[src/rtl/core/sfd_pkg.sv]
// ----------------------------------------------------------------------------
// sfd_pkg
// Types, constants and codes shared by the serial frame deframer.
// ----------------------------------------------------------------------------
package sfd_pkg;

	localparam int MAX_FRAME      = 64;
	localparam int FRAME_OVERHEAD = 8;
	localparam int PAYLOAD_START  = 5;
	localparam int TAIL_BYTES     = 3;
	localparam int STORE_DEPTH    = MAX_FRAME - FRAME_OVERHEAD;
	localparam int ADDR_W         = $clog2(STORE_DEPTH);
	localparam int PLEN_W         = $clog2(STORE_DEPTH + 1);
	localparam int CFG_IDX_W      = 2;

	localparam logic [CFG_IDX_W-1:0] REG_HEADER_FIRST  = CFG_IDX_W'(0);
	localparam logic [CFG_IDX_W-1:0] REG_HEADER_SECOND = CFG_IDX_W'(1);

	localparam logic [7:0] HEADER_FIRST_RST  = 8'd170;
	localparam logic [7:0] HEADER_SECOND_RST = 8'd85;

	localparam logic [1:0] KIND_PAYLOAD = 2'd0;
	localparam logic [1:0] KIND_ACCEPT  = 2'd1;
	localparam logic [1:0] KIND_REJECT  = 2'd2;

	localparam logic [2:0] ERR_NONE      = 3'd0;
	localparam logic [2:0] ERR_NO_HEADER = 3'd1;
	localparam logic [2:0] ERR_LENGTH    = 3'd2;
	localparam logic [2:0] ERR_CHECKSUM  = 3'd3;
	localparam logic [2:0] ERR_TOO_LONG  = 3'd4;

	typedef enum logic [2:0] {
		PH_HUNT1,
		PH_HUNT2,
		PH_LEN,
		PH_CMDHI,
		PH_CMDLO,
		PH_PAYLOAD,
		PH_CHECK,
		PH_DONE
	} sfd_phase_t;

	typedef enum logic [1:0] {
		ST_IDLE,
		ST_READ,
		ST_PUT,
		ST_LAST
	} sfd_back_st_t;

	typedef struct packed {
		logic [2:0]        err;
		logic [15:0]       command;
		logic [PLEN_W-1:0] plen;
	} sfd_job_t;

	typedef struct packed {
		logic              en;
		logic [ADDR_W-1:0] addr;
		logic [7:0]        data;
	} sfd_wr_t;

	typedef struct packed {
		logic queued;
		logic busy;
	} sfd_stat_t;

endpackage

[src/rtl/core/sfd_if.sv]
// ----------------------------------------------------------------------------
// sfd_if
// Valid/ready channel interfaces for received bytes, results and config writes.
// ----------------------------------------------------------------------------
interface sfd_rx_if;
	logic       valid;
	logic       ready;
	logic [7:0] rx_byte;
	logic       buffer_end;

	modport source (output valid, output rx_byte, output buffer_end, input ready);
	modport sink   (input valid, input rx_byte, input buffer_end, output ready);
endinterface

interface sfd_res_if;
	logic        valid;
	logic        ready;
	logic [1:0]  kind;
	logic [7:0]  payload_byte;
	logic [15:0] command;
	logic [2:0]  error_code;
	logic        last_of_run;

	modport source (output valid, output kind, output payload_byte, output command,
		output error_code, output last_of_run, input ready);
	modport sink   (input valid, input kind, input payload_byte, input command,
		input error_code, input last_of_run, output ready);
endinterface

interface sfd_cfg_if import sfd_pkg::*; ();
	logic                 valid;
	logic                 ready;
	logic [CFG_IDX_W-1:0] index;
	logic [7:0]           data;

	modport source (output valid, output index, output data, input ready);
	modport sink   (input valid, input index, input data, output ready);
endinterface

[src/rtl/core/serial_frame_deframer.sv]
// results: a buffer-end byte's verdict is pushed to the job queue; for a reject or an empty
//   payload the result register loads from ST_LAST, for the first payload byte from ST_PUT after ST_READ
// throughput: one byte per cycle in unless the job queue is full; payload drains
//   through the store read port and output register, each byte read before it is put;
//   bytes in the payload phase wait while an earlier frame's results are queued or draining
// reset: arst_n asynchronous active low; payload store is not cleared
// ----------------------------------------------------------------------------
// serial_frame_deframer
// Header/length/checksum frame parser with a two-entry job queue between
// the byte parser and the result sequencer.
// ----------------------------------------------------------------------------
module serial_frame_deframer import sfd_pkg::*; (
	input  logic      clk,
	input  logic      arst_n,
	sfd_cfg_if.sink   cfg,
	sfd_rx_if.sink    rx,
	sfd_res_if.source res
);

	logic      push, q_full, q_valid, q_pop;
	sfd_job_t  push_job, q_job;
	sfd_wr_t   wr;
	sfd_stat_t stat;

	sfd_front u_front (
		.clk      (clk),
		.arst_n   (arst_n),
		.cfg      (cfg),
		.rx       (rx),
		.q_full   (q_full),
		.stat     (stat),
		.push     (push),
		.push_job (push_job),
		.wr       (wr)
	);

	sfd_queue u_queue (
		.clk       (clk),
		.arst_n    (arst_n),
		.push      (push),
		.push_job  (push_job),
		.full      (q_full),
		.pop_valid (q_valid),
		.pop_job   (q_job),
		.pop       (q_pop)
	);

	sfd_back u_back (
		.clk     (clk),
		.arst_n  (arst_n),
		.wr      (wr),
		.q_valid (q_valid),
		.q_job   (q_job),
		.q_pop   (q_pop),
		.stat    (stat),
		.res     (res)
	);

endmodule

[src/rtl/core/sfd_front.sv]
// ----------------------------------------------------------------------------
// sfd_front
// Byte parser: header hunt, length, command, payload store writes, checksum,
// and the end-of-buffer verdict pushed to the job queue.
// ----------------------------------------------------------------------------
module sfd_front import sfd_pkg::*; (
	input  logic          clk,
	input  logic          arst_n,
	sfd_cfg_if.sink       cfg,
	sfd_rx_if.sink        rx,
	input  logic          q_full,
	input  sfd_stat_t     stat,
	output logic          push,
	output sfd_job_t      push_job,
	output sfd_wr_t       wr
);

	sfd_phase_t  phase_q, phase_n;
	logic [7:0]  hdr1_q, hdr2_q;
	logic [7:0]  seen_q, seen_n;
	logic [7:0]  len_q, len_n;
	logic [15:0] cmd_q, cmd_n;
	logic [7:0]  sum_q, sum_n;
	logic [7:0]  chk_q, chk_n;
	logic [2:0]  ferr_q, ferr_n;
	logic [2:0]  err;
	logic [7:0]  off;
	logic        take;

	assign cfg.ready = 1'b1;
	assign rx.ready  = !q_full && !(phase_q == PH_PAYLOAD && (stat.queued || stat.busy));
	assign take      = rx.valid && rx.ready;
	assign off       = seen_q - 8'(PAYLOAD_START);

	always_ff @(posedge clk or negedge arst_n) begin
		if (!arst_n) begin
			hdr1_q <= HEADER_FIRST_RST;
			hdr2_q <= HEADER_SECOND_RST;
		end else if (cfg.valid && cfg.ready) begin
			case (cfg.index)
				REG_HEADER_FIRST:  hdr1_q <= cfg.data;
				REG_HEADER_SECOND: hdr2_q <= cfg.data;
				default: ;
			endcase
		end
	end

	always_ff @(posedge clk or negedge arst_n) begin
		if (!arst_n) begin
			phase_q <= PH_HUNT1;
			seen_q  <= '0;
			len_q   <= '0;
			cmd_q   <= '0;
			sum_q   <= '0;
			chk_q   <= '0;
			ferr_q  <= '0;
		end else if (take) begin
			if (rx.buffer_end) begin
				phase_q <= PH_HUNT1;
				seen_q  <= '0;
				len_q   <= '0;
				cmd_q   <= '0;
				sum_q   <= '0;
				chk_q   <= '0;
				ferr_q  <= '0;
			end else begin
				phase_q <= phase_n;
				seen_q  <= seen_n;
				len_q   <= len_n;
				cmd_q   <= cmd_n;
				sum_q   <= sum_n;
				chk_q   <= chk_n;
				ferr_q  <= ferr_n;
			end
		end
	end

	always_comb begin
		phase_n = phase_q;
		seen_n  = seen_q;
		len_n   = len_q;
		cmd_n   = cmd_q;
		sum_n   = sum_q;
		chk_n   = chk_q;
		ferr_n  = ferr_q;
		wr      = '0;
		case (phase_q)
			PH_HUNT1: begin
				if (rx.rx_byte == hdr1_q) phase_n = PH_HUNT2;
			end
			PH_HUNT2: begin
				if (rx.rx_byte == hdr2_q) begin
					if (seen_q == 8'd1) begin
						sum_n   = hdr1_q + hdr2_q;
						phase_n = PH_LEN;
					end else begin
						ferr_n  = ERR_LENGTH;
						phase_n = PH_DONE;
					end
				end else if (rx.rx_byte != hdr1_q) begin
					phase_n = PH_HUNT1;
				end
			end
			PH_LEN: begin
				len_n = rx.rx_byte;
				sum_n = sum_q + rx.rx_byte;
				if (rx.rx_byte < 8'(FRAME_OVERHEAD)) begin
					ferr_n  = ERR_LENGTH;
					phase_n = PH_DONE;
				end else if (rx.rx_byte > 8'(MAX_FRAME)) begin
					ferr_n  = ERR_TOO_LONG;
					phase_n = PH_DONE;
				end else begin
					phase_n = PH_CMDHI;
				end
			end
			PH_CMDHI: begin
				cmd_n   = {rx.rx_byte, 8'd0};
				sum_n   = sum_q + rx.rx_byte;
				phase_n = PH_CMDLO;
			end
			PH_CMDLO: begin
				cmd_n   = {cmd_q[15:8], rx.rx_byte};
				sum_n   = sum_q + rx.rx_byte;
				phase_n = (len_q == 8'(FRAME_OVERHEAD)) ? PH_CHECK : PH_PAYLOAD;
			end
			PH_PAYLOAD: begin
				wr.en   = take && seen_q >= 8'(PAYLOAD_START) && off < 8'(STORE_DEPTH);
				wr.addr = off[ADDR_W-1:0];
				wr.data = rx.rx_byte;
				sum_n   = sum_q + rx.rx_byte;
				if ({1'b0, seen_q} + 9'(1 + TAIL_BYTES) >= {1'b0, len_q}) phase_n = PH_CHECK;
			end
			PH_CHECK: begin
				chk_n   = rx.rx_byte;
				phase_n = PH_DONE;
			end
			default: ;
		endcase
		if (seen_q == 8'd255) ferr_n = ERR_LENGTH;
		else seen_n = seen_q + 8'd1;

		if (phase_n == PH_HUNT1 || phase_n == PH_HUNT2) err = ERR_NO_HEADER;
		else if (ferr_n == ERR_LENGTH || seen_n != len_n) err = ERR_LENGTH;
		else if (ferr_n == ERR_TOO_LONG) err = ERR_TOO_LONG;
		else if (phase_n != PH_DONE) err = ERR_LENGTH;
		else if (sum_n != chk_n) err = ERR_CHECKSUM;
		else err = ERR_NONE;

		push             = take && rx.buffer_end;
		push_job.err     = err;
		push_job.command = cmd_n;
		push_job.plen    = PLEN_W'(len_n - 8'(FRAME_OVERHEAD));
	end

endmodule

[src/rtl/core/sfd_queue.sv]
// ----------------------------------------------------------------------------
// sfd_queue
// Two-entry job queue between the parser and the result sequencer.
// ----------------------------------------------------------------------------
module sfd_queue import sfd_pkg::*; (
	input  logic     clk,
	input  logic     arst_n,
	input  logic     push,
	input  sfd_job_t push_job,
	output logic     full,
	output logic     pop_valid,
	output sfd_job_t pop_job,
	input  logic     pop
);

	sfd_job_t   slot_q [2];
	logic       wptr_q, rptr_q;
	logic [1:0] cnt_q;
	logic       do_push, do_pop;

	assign full      = cnt_q == 2'd2;
	assign pop_valid = cnt_q != 2'd0;
	assign pop_job   = slot_q[rptr_q];
	assign do_push   = push && !full;
	assign do_pop    = pop && pop_valid;

	always_ff @(posedge clk) begin
		if (do_push) slot_q[wptr_q] <= push_job;
	end

	always_ff @(posedge clk or negedge arst_n) begin
		if (!arst_n) begin
			wptr_q <= 1'b0;
			rptr_q <= 1'b0;
			cnt_q  <= '0;
		end else begin
			if (do_push) wptr_q <= !wptr_q;
			if (do_pop) rptr_q <= !rptr_q;
			cnt_q <= cnt_q + 2'(do_push) - 2'(do_pop);
		end
	end

endmodule

[src/rtl/core/sfd_back.sv]
// ----------------------------------------------------------------------------
// sfd_back
// Result sequencer: holds the payload store, drains payload bytes of a good
// frame through the output register, then the status or reject result.
// ----------------------------------------------------------------------------
module sfd_back import sfd_pkg::*; (
	input  logic      clk,
	input  logic      arst_n,
	input  sfd_wr_t   wr,
	input  logic      q_valid,
	input  sfd_job_t  q_job,
	output logic      q_pop,
	output sfd_stat_t stat,
	sfd_res_if.source res
);

	sfd_back_st_t      st_q, st_n;
	sfd_job_t          job_q;
	logic [ADDR_W-1:0] idx_q;
	logic [7:0]        mem [STORE_DEPTH];
	logic [7:0]        rd_data_q;
	logic              slot_free, load_pay, load_last;
	logic              res_valid_q;
	logic [1:0]        kind_q;
	logic [7:0]        pay_q;
	logic [15:0]       cmd_q;
	logic [2:0]        err_q;
	logic              last_q;

	assign slot_free   = !res_valid_q || res.ready;
	assign stat.queued = q_valid;
	assign stat.busy   = st_q != ST_IDLE;

	always_ff @(posedge clk) begin
		if (wr.en) mem[wr.addr] <= wr.data;
		if (st_q == ST_READ) rd_data_q <= mem[idx_q];
	end

	always_ff @(posedge clk or negedge arst_n) begin
		if (!arst_n) st_q <= ST_IDLE;
		else st_q <= st_n;
	end

	always_comb begin
		st_n      = st_q;
		q_pop     = 1'b0;
		load_pay  = 1'b0;
		load_last = 1'b0;
		case (st_q)
			ST_IDLE: begin
				if (q_valid) begin
					q_pop = 1'b1;
					if (q_job.err != ERR_NONE || q_job.plen == '0) st_n = ST_LAST;
					else st_n = ST_READ;
				end
			end
			ST_READ: st_n = ST_PUT;
			ST_PUT: begin
				if (slot_free) begin
					load_pay = 1'b1;
					if ((PLEN_W'(idx_q) + PLEN_W'(1)) == job_q.plen) st_n = ST_LAST;
					else st_n = ST_READ;
				end
			end
			ST_LAST: begin
				if (slot_free) begin
					load_last = 1'b1;
					st_n      = ST_IDLE;
				end
			end
			default: st_n = ST_IDLE;
		endcase
	end

	always_ff @(posedge clk) begin
		if (q_pop) begin
			job_q <= q_job;
			idx_q <= '0;
		end else if (load_pay) begin
			idx_q <= idx_q + ADDR_W'(1);
		end
		if (load_pay) begin
			kind_q <= KIND_PAYLOAD;
			pay_q  <= rd_data_q;
			cmd_q  <= job_q.command;
			err_q  <= ERR_NONE;
			last_q <= 1'b0;
		end else if (load_last) begin
			pay_q  <= 8'd0;
			last_q <= 1'b1;
			err_q  <= job_q.err;
			if (job_q.err != ERR_NONE) begin
				kind_q <= KIND_REJECT;
				cmd_q  <= 16'd0;
			end else begin
				kind_q <= KIND_ACCEPT;
				cmd_q  <= job_q.command;
			end
		end
	end

	always_ff @(posedge clk or negedge arst_n) begin
		if (!arst_n) res_valid_q <= 1'b0;
		else if (load_pay || load_last) res_valid_q <= 1'b1;
		else if (res.ready) res_valid_q <= 1'b0;
	end

	assign res.valid        = res_valid_q;
	assign res.kind         = kind_q;
	assign res.payload_byte = pay_q;
	assign res.command      = cmd_q;
	assign res.error_code   = err_q;
	assign res.last_of_run  = last_q;

`ifndef NO_ASSERTIONS
	a_idx_in_range: assert property (@(posedge clk) disable iff (!arst_n)
		st_q == ST_PUT |-> PLEN_W'(idx_q) < job_q.plen)
		else $error("payload index past frame length");

	a_no_store_write_while_draining: assert property (@(posedge clk) disable iff (!arst_n)
		wr.en |-> st_q == ST_IDLE && !q_valid)
		else $error("payload store written while a frame drains");

	a_reject_clean: assert property (@(posedge clk) disable iff (!arst_n)
		res_valid_q && kind_q == KIND_REJECT |->
			pay_q == 8'd0 && cmd_q == 16'd0 && last_q && err_q != ERR_NONE)
		else $error("malformed reject result");
`endif

endmodule
[src/flat_wrapper.sv]
// flat-port wrapper written by rule: the top's interface ports become plain ports
module serial_frame_deframer_flat import sfd_pkg::*;
  (clk, arst_n, cfg_valid, cfg_index, cfg_data, cfg_ready, rx_valid, rx_rx_byte, rx_buffer_end, rx_ready, res_valid, res_kind, res_payload_byte, res_command, res_error_code, res_last_of_run, res_ready);
  sfd_cfg_if cfg_i ();
  sfd_rx_if rx_i ();
  sfd_res_if res_i ();
  input  logic clk;
  input  logic arst_n;
  input wire logic [$bits(cfg_i.valid)-1:0] cfg_valid;
  input wire logic [$bits(cfg_i.index)-1:0] cfg_index;
  input wire logic [$bits(cfg_i.data)-1:0] cfg_data;
  output wire logic [$bits(cfg_i.ready)-1:0] cfg_ready;
  input wire logic [$bits(rx_i.valid)-1:0] rx_valid;
  input wire logic [$bits(rx_i.rx_byte)-1:0] rx_rx_byte;
  input wire logic [$bits(rx_i.buffer_end)-1:0] rx_buffer_end;
  output wire logic [$bits(rx_i.ready)-1:0] rx_ready;
  output wire logic [$bits(res_i.valid)-1:0] res_valid;
  output wire logic [$bits(res_i.kind)-1:0] res_kind;
  output wire logic [$bits(res_i.payload_byte)-1:0] res_payload_byte;
  output wire logic [$bits(res_i.command)-1:0] res_command;
  output wire logic [$bits(res_i.error_code)-1:0] res_error_code;
  output wire logic [$bits(res_i.last_of_run)-1:0] res_last_of_run;
  input wire logic [$bits(res_i.ready)-1:0] res_ready;
  assign cfg_i.valid = cfg_valid;
  assign cfg_i.index = cfg_index;
  assign cfg_i.data = cfg_data;
  assign cfg_ready = cfg_i.ready;
  assign rx_i.valid = rx_valid;
  assign rx_i.rx_byte = rx_rx_byte;
  assign rx_i.buffer_end = rx_buffer_end;
  assign rx_ready = rx_i.ready;
  assign res_valid = res_i.valid;
  assign res_kind = res_i.kind;
  assign res_payload_byte = res_i.payload_byte;
  assign res_command = res_i.command;
  assign res_error_code = res_i.error_code;
  assign res_last_of_run = res_i.last_of_run;
  assign res_i.ready = res_ready;
  serial_frame_deframer u_core (.clk(clk), .arst_n(arst_n), .cfg(cfg_i), .rx(rx_i), .res(res_i));
endmodule
[config.mk]
export PLATFORM = sky130hd
export DESIGN_NAME = serial_frame_deframer_flat
export DESIGN_NICKNAME = d
export VERILOG_FILES = /design/src/rtl/core/sfd_pkg.sv /design/src/rtl/core/sfd_if.sv /design/src/rtl/core/serial_frame_deframer.sv /design/src/rtl/core/sfd_front.sv /design/src/rtl/core/sfd_queue.sv /design/src/rtl/core/sfd_back.sv /design/src/flat_wrapper.sv
export SDC_FILE = /design/constraint.sdc
export NUM_CORES = 1
export LEC_CHECK = 0
export BUFFER_PORTS_ARGS = -buffer_cell sky130_fd_sc_hd__buf_4
export CAP_MARGIN = 20
export CORE_ASPECT_RATIO = 1.4
export CORE_MARGIN = 1
export CORE_UTILIZATION = 45
export DETAILED_ROUTE_END_ITERATION = 8
export MAX_ROUTING_LAYER = met4
export PLACE_DENSITY = 0.66
export SLEW_MARGIN = 20
export SYNTH_ARGS = -nofsm -noshare
export SYNTH_HDL_FRONTEND = slang
export SYNTH_SLANG_ARGS = --single-unit
[constraint.sdc]
create_clock -name clk -period 6 [get_ports clk]
set_input_delay 0 -clock clk [delete_from_list [all_inputs] [get_ports clk]]
set_output_delay 0 -clock clk [all_outputs]
set_load 0.01 [all_outputs]
**Yosys cells after proc, flatten, opt, wreduce, memory -nomap -nowiden**

Memory sizes are Yosys's and may differ from the RTL's. A register that Yosys moved wholly into a read port is not among the register bits.
Index checks and enable logic that the tools add are counted.

- Register bits: 138
- Bits in writable memories: 498
- Input port bits: 24
- Output and inout bits: 33
- Memories: 2

- Add/subtract/negate cells: 9
- Magnitude comparators: 5
- Equal/unequal tests: 27
- Muxes and demuxes: 58
- Reduce and logical (&&, ||, !) cells: 34

Memory list:

| memory | depth | bits a word | rd ports | clocked after memory_dff | wr ports | RTL line | source |
|---|---|---|---|---|---|---|---|
| u_core.u_back.mem | 56 | 8 | 1 | 1 | 1 | sfd_back.sv:20 | `logic [7:0] mem [STORE_DEPTH];` |
| u_core.u_queue.slot_q | 2 | 25 | 1 | 0 | 1 | sfd_queue.sv:16 | `sfd_job_t slot_q [2];` |

Operator list:

| operator | number |
|---|---|
| 8-bit two-way mux | 11 |
| 16-bit two-way mux | 4 |
| 3-bit two-way mux | 17 |
| 16-bit case mux with 2 select lines | 1 |
| 8-bit inequality test | 3 |
| 3-bit case mux with 7 select lines | 1 |
| 2-bit two-way mux | 9 |
| 8-bit adder | 2 |
| 8-bit == test | 2 |
| 8-bit case mux with 2 select lines | 1 |
| 15-bit two-way mux | 1 |
| 3-bit == test (second input constant) | 4 |
| 1-bit two-way mux | 11 |
| 8-bit by 3-bit adder with 9-bit output (second input constant) | 1 |
| 3-bit by 2-bit == test with 1-bit output (second input constant) | 3 |
| 9-bit by 8-bit greater-or-equal comparator with 1-bit output | 1 |
| 8-bit by 1-bit adder with 8-bit output (second input constant) | 1 |
| 8-bit by 1-bit == test with 1-bit output (second input constant) | 1 |
| 8-bit by 4-bit == test with 1-bit output (second input constant) | 1 |
| 8-bit == test (second input constant) | 1 |
| 8-bit by 3-bit greater-or-equal comparator with 1-bit output (second input constant) | 1 |
| 8-bit by 7-bit greater-than comparator with 1-bit output (second input constant) | 1 |
| 1-bit logical AND | 8 |
| 8-bit by 4-bit less-than comparator with 1-bit output (second input constant) | 1 |
| 25 further kinds | 46 |

**Longest topological paths before layout**

- Depth after elaboration: 11
- Mapped depth: 14
- Depth with buffers taken out: 13

**Cells and area by module**

A second synthesis with hierarchy kept.

- Cell total of the unflattened synthesis: 1764
- Area total of the unflattened synthesis: 28004.4 sq um

By module, submodules not included:

| module | instances | cells each | area each (sq um) | seq. area each (sq um) |
|---|---|---|---|---|
| sfd_back | 1 | 1010 | 20263.2 | 15479.8 |
| sfd_front | 1 | 658 | 5650.4 | 1761.7 |
| sfd_queue | 1 | 96 | 2090.8 | 1601.5 |

**Least setup slack after synthesis**

No wires, ideal clock.

- Path type: reg2reg
- Start point: register u_core.u_front.seen_q[5]
- End point: memory u_core.u_queue.slot_q[0][24] (netlist bit), data pin
- Library setup time: 257 ps
- Arrival time: 3023 ps
- Data required time: 5743 ps
- Setup slack: 2721 ps
- Stages on the path, launching flop included: 14
- Clock period less this slack: 3279 ps
- Cell sequence: dfrtp_1 -> buf_2 -> buf_1 -> nand3_1 -> xnor2_1 -> ha_1 -> a21oi_1 -> nand2_1 -> a211oi_1 -> o31ai_1 -> a211o_1 -> a221o_1 -> or3_1 -> nor2b_1

RTL lines:

| item | RTL line | source |
|---|---|---|
| start, declared | sfd_front.sv:20 | `logic [7:0] seen_q, seen_n;` |
| start signal, assigned | sfd_front.sv:68 | `seen_q <= seen_n;` |
| end, declared | sfd_queue.sv:16 |  |

**Worst setup path after layout**

- Start point: register u_core.u_front.seen_q[0]
- End point: memory u_core.u_back.mem[6][2] (enable)

- Cells in the longest elaborated chain, start to end: 6
- Elaborated cells between the ends (all ways): 8
- Those cells by class: add/sub: 1; order compare: 2; mux: 3; reduce/logical: 2

RTL lines:

| item | RTL line | source |
|---|---|---|
| 8-bit by 3-bit subtractor with 8-bit output or 8-bit by 3-bit greater-or-equal comparator with 1-bit output (tied branches) | sfd_front.sv:33, sfd_front.sv:128 |  |
| 8-bit by 6-bit less-than comparator with 1-bit output or 1-bit logical AND (tied branches) | sfd_front.sv:128 | `wr.en = take && seen_q >= 8'(PAYLOAD_START) && off < 8'(STORE_DEPTH);` |
| 1-bit logical AND | sfd_front.sv:128 |  |
| 15-bit two-way mux (*) | sfd_front.sv:87 | `case (phase_q)` |
| 1-bit two-way mux | sfd_back.sv:35 | `if (wr.en) mem[wr.addr] <= wr.data;` |
| 1-bit two-way mux (implied by the code) | sfd_back.sv:35 |  |
| end, declared | sfd_back.sv:20 |  |

Mark *: on every way between the ends. The rest lies on a longest branch, timed or not.

==> key figures <==
Detailed routing
  – DRT Pass-1 Iters: 5
  – Starting DRT DRC Count: 1,315
  – Vias: 14,662
  – Per-cell routed wire length: 24.8 µm
  – Vias per inst: 5.73
  – Detail Route Antenna Nets: 0
  – Drt drc: 0
  – Post-Route WL: 63,400 µm

Clocking
  – H-tree depth: 2
  – Root buffer cell: clkbuf_16
  – Total CTS buffers: 58
  – CTS tree: built
  – Clk_lat worst skew: 0.62 ns
  – Clock-pin slew on the worst setup and hold paths: 0.06 ns
  – CTS sink cnt: 644
  – CTS resizes: 0
  – Max clock buf depth: 3

Synth
  – Synth cell types: 74
  – Synth Warn #: 0
  – Part of the Yosys area used for sequential elements: 0.685
  – Synth area leader: edfxtp_1
  – Ys async rst share: 0.120
  – Syn Inst Count: 1,622
  – Synth top area cells: edfxtp_1 (61%), mux4_2 (12%), dfrtp_1 (6.3%)
  – Avg Inst Size Synth: 17.0 µm²
  – Main synth FF type: edfxtp_1
  – Post-Synthesis Cell Area: 0.0275 mm²
  – Yosys reg bits: 644
  – Mapped Nets: 1,681
  – Post-synth EDFFs: 555
  – Top cell type's share of synthesized area: 0.606

Die
  – Initial core utilization: 0.458
  – I/O pins: 57
  – Core area: 0.0601 mm²
  – Die width: 211 µm
  – Num rows: 106
  – Die area: 0.0622 mm²
  – Die height: 295 µm

Final layout
  – Fin util: 0.515
  – Final instance area: 0.0309 mm²
  – Area delta synth->final: 12.3%
  – Commonest non-fill, non-tap cell in the layout: edfxtp_1
  – Commonest cells after routing, fill and taps aside: edfxtp_1 (555), mux4_2 (144), nor2_1 (107), nand2_1 (92), buf_4 (78)
  – Share of layout cells above drive strength 1: 0.236
  – Final nets: 1,759
  – Fillers: 4,901

GRT
  – Vias in the first global route: 15,001
  – Largest net degree at the start of global routing: 65
  – Total gr overflow: 0
  – Initial antenna violation count: 0
  – First-pass GRT wire length: 95,600 µm
  – Gr usage total: 0.215

Worst setup path
  – WP data required: 6.23 ns
  – Worst Path Class, Setup: reg -> reg
  – Reg2reg end: u_core.u_back.mem[6][2]
  – Startpoint Class: register
  – Worst r2r path cells: 11
  – FF-to-FF Start: u_core.u_front.seen_q[0]
  – CP max FO: 11
  – WP data arrival: 4.61 ns
  – Worst reg-to-reg setup slack: 1.61 ns
  – CP Capture Type: register

Place
  – DP HPWL: 40,500 µm
  – Port-buffer cells: 55
  – RePlAce Congestion: 0.856
  – Post-DP Area: 0.0287 mm²

Min path
  – Worst Hold Class: in -> reg
  – Hold-critical path depth: 3
  – Worst hold start: cfg_index[0]
  – Hold endpoint: u_core.u_front.hdr2_q[1]

STA
  – Slew HR: 0.359
  – Worst Skew: 0.0296 ns
  – Post-route setup TNS: 0 ns
  – Final Hold Fails: 0
  – Max Fclk: 228 MHz
  – Final period util: 0.731
  – Tmin final: 4.39 ns
  – Endpoints failing setup: 0
  – RSZ-0062 raised after global routing: no
  – Slew @ Worst Pin: 0.958 ns
  – Max-slew violation count: 0

Outcome
  – Outcome: completed

Run
  – Max Cap Viol: 0

Power and ir drop
  – Power per Cell Area: 362 mW/mm²
  – P_leak: 9.05 nW
  – Peak supply drop: 0.233 mV
  – Tot Pwr: 11.2 mW
report_power, final:
group          internal, mW  total, mW  switching, mW  leakage (nW)
clock                  2.08       3.68           1.60         0.916
combinational         0.937       2.00           1.07          2.96
sequential             5.18       5.52          0.340          5.17
total                  8.19       11.2           3.01          9.05
critical path, cell delays in order (launching register included):
cell and delay [ns]:
dfrtp_1 0.57, inv_1 0.20, ha_1 0.29, nor2b_1 0.17, nor2_1 0.07, xnor2_1 0.36, nand2b_1 0.19, a21oi_1 0.07
a2bb2oi_1 0.16, nor4_4 0.32, nand4_1 0.76, nor2_1 0.84
worst max path at each step:
stage,startpoint,endpoint,slack [ns]
floorplan,u_core.u_front.seen_q[5],u_core.u_queue.slot_q[0][24],2.72
global placement,u_core.u_front.seen_q[0],u_core.u_back.mem[49][2],1.75
detailed placement,u_core.u_front.seen_q[0],u_core.u_back.mem[26][2],1.63
CTS,u_core.u_front.seen_q[0],u_core.u_back.mem[26][5],1.60
global route,u_core.u_front.seen_q[0],u_core.u_back.mem[49][6],1.21
finish,u_core.u_front.seen_q[0],u_core.u_back.mem[6][2],1.61
cells in the mapped netlist (16+ instances only):
cell      number
a22o_1        16
nor2_1       108
nand3_1       23
dfrtp_1       69
clkbuf_1      47
edfxtp_1     555
nor2b_1       24
o21ai_0       53
ha_1          33
a21oi_1       30
xor2_1        19
xnor2_1       46
mux2_2        60
nand2_1       93
inv_1         27
mux4_2       144
nor3_1        21
layer usage:
| layer | track usage | vias to the layer above | share of wire |
|---|---|---|---|
| li1 | - | 6503 | - |
| met1 | 0.258 | 7507 | 0.39 |
| met2 | 0.375 | 517 | 0.53 |
| met3 | 0.0265 | 135 | 0.052 |
| met4 | 0.0718 | 0 | 0.033 |
| met5 | - | - | 0 |
state kept, by name, summed over array words and instances, names as in the netlist, 6 cells and up:
| name | cells |
|---|---|
| u_core.u_back.idx_q | 6 |
| u_core.u_back.mem | 448 |
| u_core.u_front.hdr1_q | 8 |
| u_core.u_back.res.command | 16 |
| u_core.u_front.hdr2_q | 8 |
| u_core.u_back.job_q | 25 |
| u_core.u_front.chk_q | 8 |
| u_core.u_front.seen_q | 8 |
| u_core.u_back.rd_data_q | 8 |
| u_core.u_queue.slot_q | 50 |
| u_core.u_back.res.payload_byte | 8 |
| u_core.u_front.sum_q | 8 |
| u_core.u_front.cmd_q | 16 |
| u_core.u_front.len_q | 8 |
cells by family after synthesis:
kind of cell    after synthesis  share of synthesized area
compound gates              178                     0.0419
flops                       644                      0.685
other cells                   1                   0.000136
mux                         216                      0.147
buf+inv                     116                     0.0193
xor+xnor                     69                     0.0239
simple gates                363                     0.0668
fa+ha+maj                    35                     0.0165
through the flow:
step / hold WS, ns / setup WS [ns] / instances
floorplan: -0.296 / 2.72 / 1622
global placement: -0.0663 / 1.75 / 2422
detailed placement: -0.0629 / 1.63 / 2422
CTS: 0.0870 / 1.60 / 2554
global route: 0.123 / 1.21 / 2555
finish: 0.115 / 1.61 / 2557
final cells by class:
type	instances	area (µm²)	share of cell area
antenna	2	5.00	0.000162
clock buffer	72	1540	0.0499
clock inverter	33	332	0.0107
sequential	644	18900	0.610
timing repair buffer	107	903	0.0292
multi-input combinational	862	8170	0.264
inverter	27	101	0.00328
tap	810	1010	0.0328
timing repair:
item / in CTS / in global routing
hold buffers: 27 / 0
setup buffers: 0 / 0
hold endpoints to repair: 161 / 0
Power figures use the tool's default switching activity.
